--- src/design/ppar_pkg.sv ---
`timescale 1ns / 1ps
// ----------------------------------------------------------------------------
// ppar_pkg
// shared constants and types for the progressive pixel accumulate resolve block
// ----------------------------------------------------------------------------
package ppar_pkg;

  localparam int unsigned PixelCountDef   = 65536;
  localparam int unsigned FracBitsDef     = 12;
  localparam int unsigned SumW            = 32;
  localparam int unsigned SampleW         = 16;
  localparam int unsigned PixW            = 16;
  localparam int unsigned FramesW         = 16;
  localparam int unsigned LimitW          = 33;
  localparam int unsigned ByteW           = 8;
  localparam logic [15:0] GammaScale      = 16'd65025;
  localparam logic [7:0]  AlphaOpaque     = 8'hFF;

  // frame settings as seen by the datapath
  typedef struct packed {
    logic                 restart;
    logic [FramesW-1:0]   frames;
    logic [LimitW-1:0]    limit;   // frames * (one + 1): any sum at or above clamps
  } ppar_cfg_t;

endpackage

--- src/design/ppar_resolve.sv ---
`timescale 1ns / 1ps
// ----------------------------------------------------------------------------
// ppar_resolve
// one channel: pipelined divide by frame count, clamp, then gamma-2 byte
// ----------------------------------------------------------------------------
module ppar_resolve #(
  parameter int unsigned SAMPLE_FRACTION_BITS = ppar_pkg::FracBitsDef
) (
  input  logic                        clk_i,
  input  logic                        en_i,
  input  ppar_pkg::ppar_cfg_t         cfg_i,
  input  logic [ppar_pkg::SumW-1:0]   sum_i,
  output logic [ppar_pkg::ByteW-1:0]  byte_o
);
  import ppar_pkg::*;

  localparam int unsigned QW = SAMPLE_FRACTION_BITS + 1;
  localparam int unsigned TW = SAMPLE_FRACTION_BITS + 17;
  localparam logic [QW-1:0] One = QW'(1) << SAMPLE_FRACTION_BITS;

  logic [SumW-1:0] rem_q  [QW+1];
  logic [QW-1:0]   quo_q  [QW+1];
  logic            clamp_q[QW+1];
  logic [TW-1:0]   tgt_q  [9];
  logic [ByteW-1:0] b_q   [9];

  always_ff @(posedge clk_i) begin
    if (en_i) begin
      rem_q[0]   <= sum_i;
      quo_q[0]   <= '0;
      clamp_q[0] <= LimitW'(sum_i) >= cfg_i.limit;
    end
  end

  // restoring division, one quotient bit per stage, msb first
  for (genvar j = 0; j < QW; j++) begin : g_div
    localparam int unsigned K = QW - 1 - j;
    logic [LimitW-1:0] dvs;
    assign dvs = LimitW'(cfg_i.frames) << K;
    always_ff @(posedge clk_i) begin
      if (en_i) begin
        clamp_q[j+1] <= clamp_q[j];
        if (!clamp_q[j] && (LimitW'(rem_q[j]) >= dvs)) begin
          rem_q[j+1] <= rem_q[j] - dvs[SumW-1:0];
          quo_q[j+1] <= quo_q[j] | (QW'(1) << K);
        end else begin
          rem_q[j+1] <= rem_q[j];
          quo_q[j+1] <= quo_q[j];
        end
      end
    end
  end

  always_ff @(posedge clk_i) begin
    if (en_i) begin
      tgt_q[0] <= TW'(GammaScale) * TW'(clamp_q[QW] ? One : quo_q[QW]);
      b_q[0]   <= '0;
    end
  end

  // square root by trial bits, largest b with b*b*one <= 65025*value
  for (genvar i = 0; i < 8; i++) begin : g_sqrt
    localparam int unsigned Bit = 7 - i;
    logic [ByteW-1:0] trial;
    logic [15:0]      sq;
    assign trial = b_q[i] | (ByteW'(1) << Bit);
    assign sq    = 16'(trial) * 16'(trial);
    always_ff @(posedge clk_i) begin
      if (en_i) begin
        tgt_q[i+1] <= tgt_q[i];
        b_q[i+1]   <= ((TW'(sq) << SAMPLE_FRACTION_BITS) <= tgt_q[i]) ? trial : b_q[i];
      end
    end
  end

  assign byte_o = b_q[8];

endmodule

--- config.mk ---
export PLATFORM = sky130hd
export DESIGN_NAME = ppar_resolve
export DESIGN_NICKNAME = d
export VERILOG_FILES = /design/src/design/ppar_pkg.sv /design/src/design/ppar_resolve.sv
export SDC_FILE = /design/constraint.sdc
export NUM_CORES = 2
export LEC_CHECK = 0
export BUFFER_PORTS_ARGS = -buffer_cell sky130_fd_sc_hd__buf_2
export CAP_MARGIN = 25
export CORE_MARGIN = 4
export CORE_UTILIZATION = 46
export CTS_CLUSTER_DIAMETER = 60
export DETAILED_ROUTE_END_ITERATION = 16
export GPL_ROUTABILITY_DRIVEN = 0
export SETUP_SLACK_MARGIN = 0.15
export SYNTH_ARGS = -nofsm -noshare
export SYNTH_HDL_FRONTEND = slang
export SYNTH_SLANG_ARGS = --single-unit
--- constraint.sdc ---
create_clock -name clk_i -period 10.4 [get_ports clk_i]
set_input_delay 0.52 -clock clk_i [delete_from_list [all_inputs] [get_ports clk_i]]
set_output_delay 0.52 -clock clk_i [all_outputs]
set_load 0.01 [all_outputs]
==> impl_metrics.toml <==
[global_routing]
grt_pass1_wl_um = 152000
use_met2_pct = 30.4
grt_max_degree = 173
met3_usage_pct = 2.54
grt.total_usage_pct = 17.2
overflow = 0
top_usage_layer = "met2"
grt_pass1_vias = 30400
use_met1_pct = 21.7
antenna_found_initial = 0

[run_status]
status = "finished, final reports clean"

[placement]
dp_hpwl_um = 69200
place_ws_ps = 4480
portBuffers = 90

[drt]
drtIter0Drc = 1415
drc_errors = 0
ant_nets = 0
detail_route.wl_per_cell_um = 16.3
route.vias.total = 30300
wl_um = 92500
first_pass_iters = 5
viasPerCell = 5.36

[logic_synthesis]
synth_warnings = 0
synth-edff-count = 789
ys_types = 82
synthCells = 4070
syn-num-nets = 4731
seq_area_frac_synth_pct = 49.9
synthArstFlopShare_pct = 0
syn_avg_cell_area_um2 = 11.7
synth_area_um2 = 47500
ys_seq_elements = 789
synth-main-ff-cell = "edfxtp_1"

[die]
io_pins = 92
die_w_um = 329
die_height_um = 329
die_area_um2 = 108000
num_rows = 117
coreArea_um2 = 102000
initial_core_util_pct = 46.5

[sta]
setup_viol = 0
period_needed_ps = 5840
maxSlewViolCount = 0
rsz0062_at_grt = "no"
fin_ws_ps = 4560
fmax_mhz = 171
tightest_slew_ps = 1150
hold_viol = 0
fin_worst_skew_ps = 26.5
setup_tns_ps = 0
fin_crit_sh_pct = 56.1
slew_headroom_pct = 21.2

[clocking]
clock-sinks = 789
cts_setup_buffers = 0
cts_root_buf = "clkbuf_16"
insertion_delay_ps = 660
clockBufferDepth = 3
clk_pin_slew_ps = 60
cts-buffers-inserted = 93
ctsResizeCount = 0
postCtsHoldBufs = 2
h-tree-depth = 3
cts_tree = "done"

[layout]
fin_nets = 4879
finish.utilization_pct = 51.8
multi_input_area_um2 = 22100
drive_gt1_share_pct = 8.62
layout_common_cells = "edfxtp_1, ha_1, inv_1, nor2_1, nand2_1"
area_delta_synth_final_pct = 11.4
seqCellArea_um2 = 23700
diodes = 0
nFillCells = 9068
final_common_cell = "edfxtp_1"

[min_path]
hp-class = "in2reg"

[worst_setup_path]
crit_path_max_incr_delay_ps = 660
crit_type = "reg2reg"
cp_max_fo = 11
arrival_ps = 6360
cp_slowest_cell = "edfxtp_1"
cp_common_cell = "fa_1"
cp_top_family = "adder cells"
path_buf_inv = 3
crit_required_ps = 10930
worstSetupEndpointType = "flip-flop"
cp-start-kind = "flip-flop"
path_cells = "nand2_1 > fa_1 > inv_1 > fa_1 > fa_1 > inv_1 > fa_1 > inv_1 > ha_1 > nand2_1 > nand2_1 > a31o_2 > and4_1 > o31a_1 > xnor2_1 > ha_1 > nand4_1 > nor2_1 > nand3_1 > nor4_1 > a211o_1"

[pwr]
leakagePower_nw = 21.5
powerDensity_nw_per_um2 = 242
ir_drop_mv = 0.167
total_power_mw = 12.8

[run]
cap_violations = 0
flip-flops by register name (all words and copies together), names as in the netlist:
register	flops
rem_q	416
tgt_q	232
quo_q	91
b_q	36
clamp_q	14
path summary, 6_finish.rpt:
path | from | endpoint | slack, ps | cells after the start
max reg2reg | b_q[3][10] | b_q[4][0] | 4560 | 21
min | sum_i[19] | rem_q[0][19] | 60 | 1
min reg2reg | quo_q[1][60] | quo_q[1][73] | 400 | 0
max | b_q[3][10] | b_q[4][0] | 4560 | 21
logic make-up after synthesis:
logic type	synth area share, %
AO/OA/AOI/OAI	10.9
XOR/XNOR	5.88
adder cells (fa/ha/maj)	16.9
buffers and inverters	3.73
flip-flops	49.9
multiplexers	1.40
AND/OR/NAND/NOR	11.3
synthesized netlist by cell type (all sizes together), types with 10 or more instances:
master / count / share of area [%]
a2111oi: 11 / 0.22
a211oi: 24 / 0.39
a21boi: 14 / 0.22
a21o: 89 / 1.4
a21oi: 237 / 2.5
a31oi: 21 / 0.28
and2: 33 / 0.43
and3: 23 / 0.30
buf: 12 / 0.16
clkbuf: 62 / 0.49
edfxtp: 789 / 50
fa: 107 / 4.5
ha: 470 / 12
inv: 390 / 3.1
mux2: 55 / 1.3
nand2: 241 / 1.9
nand2b: 53 / 0.70
nand3: 59 / 0.62
nand3b: 13 / 0.21
nand4: 47 / 0.62
nand4b: 30 / 0.55
nor2: 256 / 2.0
nor2b: 51 / 0.67
nor3: 69 / 0.73
nor4: 75 / 0.99
nor4b: 15 / 0.28
o2111ai: 10 / 0.18
o211ai: 17 / 0.27
o21a: 54 / 0.85
o21ai: 190 / 2.0
o21bai: 12 / 0.19
o22ai: 14 / 0.18
o31a: 18 / 0.33
o31ai: 30 / 0.51
or2: 16 / 0.21
or3: 27 / 0.36
or4: 19 / 0.31
xnor2: 184 / 3.4
xor2: 135 / 2.5
metal layers:
layer  up-vias  part of all wire (%)
met3       174                   3.4
met1     14400                    44
li1      15300                     -
met5         -                     0
met2       462                    49
met4         0                   3.3
metrics by stage:
| stage | instance area (um^2) | hold slack, ps | std cells |
|---|---|---|---|
| floorplan | 47500 | 400 | 4070 |
| global placement | 49700 | 400 | 5486 |
| detailed placement | 49800 | 405 | 5489 |
| CTS | 52900 | 2.67 | 5660 |
| global route | 52900 | 20.4 | 5660 |
| finish | 52900 | 57.4 | 5660 |
cell type report:
class | count | area share, %
sequential | 789 | 44.8
multi-input combinational | 2817 | 41.8
clock buffer | 108 | 4.50
tap | 1368 | 3.23
inverter | 390 | 2.77
timing repair buffer | 127 | 1.54
clock inverter | 61 | 1.39
power breakdown:
part / leakage, nW / switching, mW / internal [mW] / total (mW)
clock network: 1.51 / 1.31 / 1.96 / 3.27
logic: 12.3 / 2.74 / 2.30 / 5.04
registers: 7.69 / 0.305 / 4.19 / 4.49
Power figures use the tool's default switching activity.
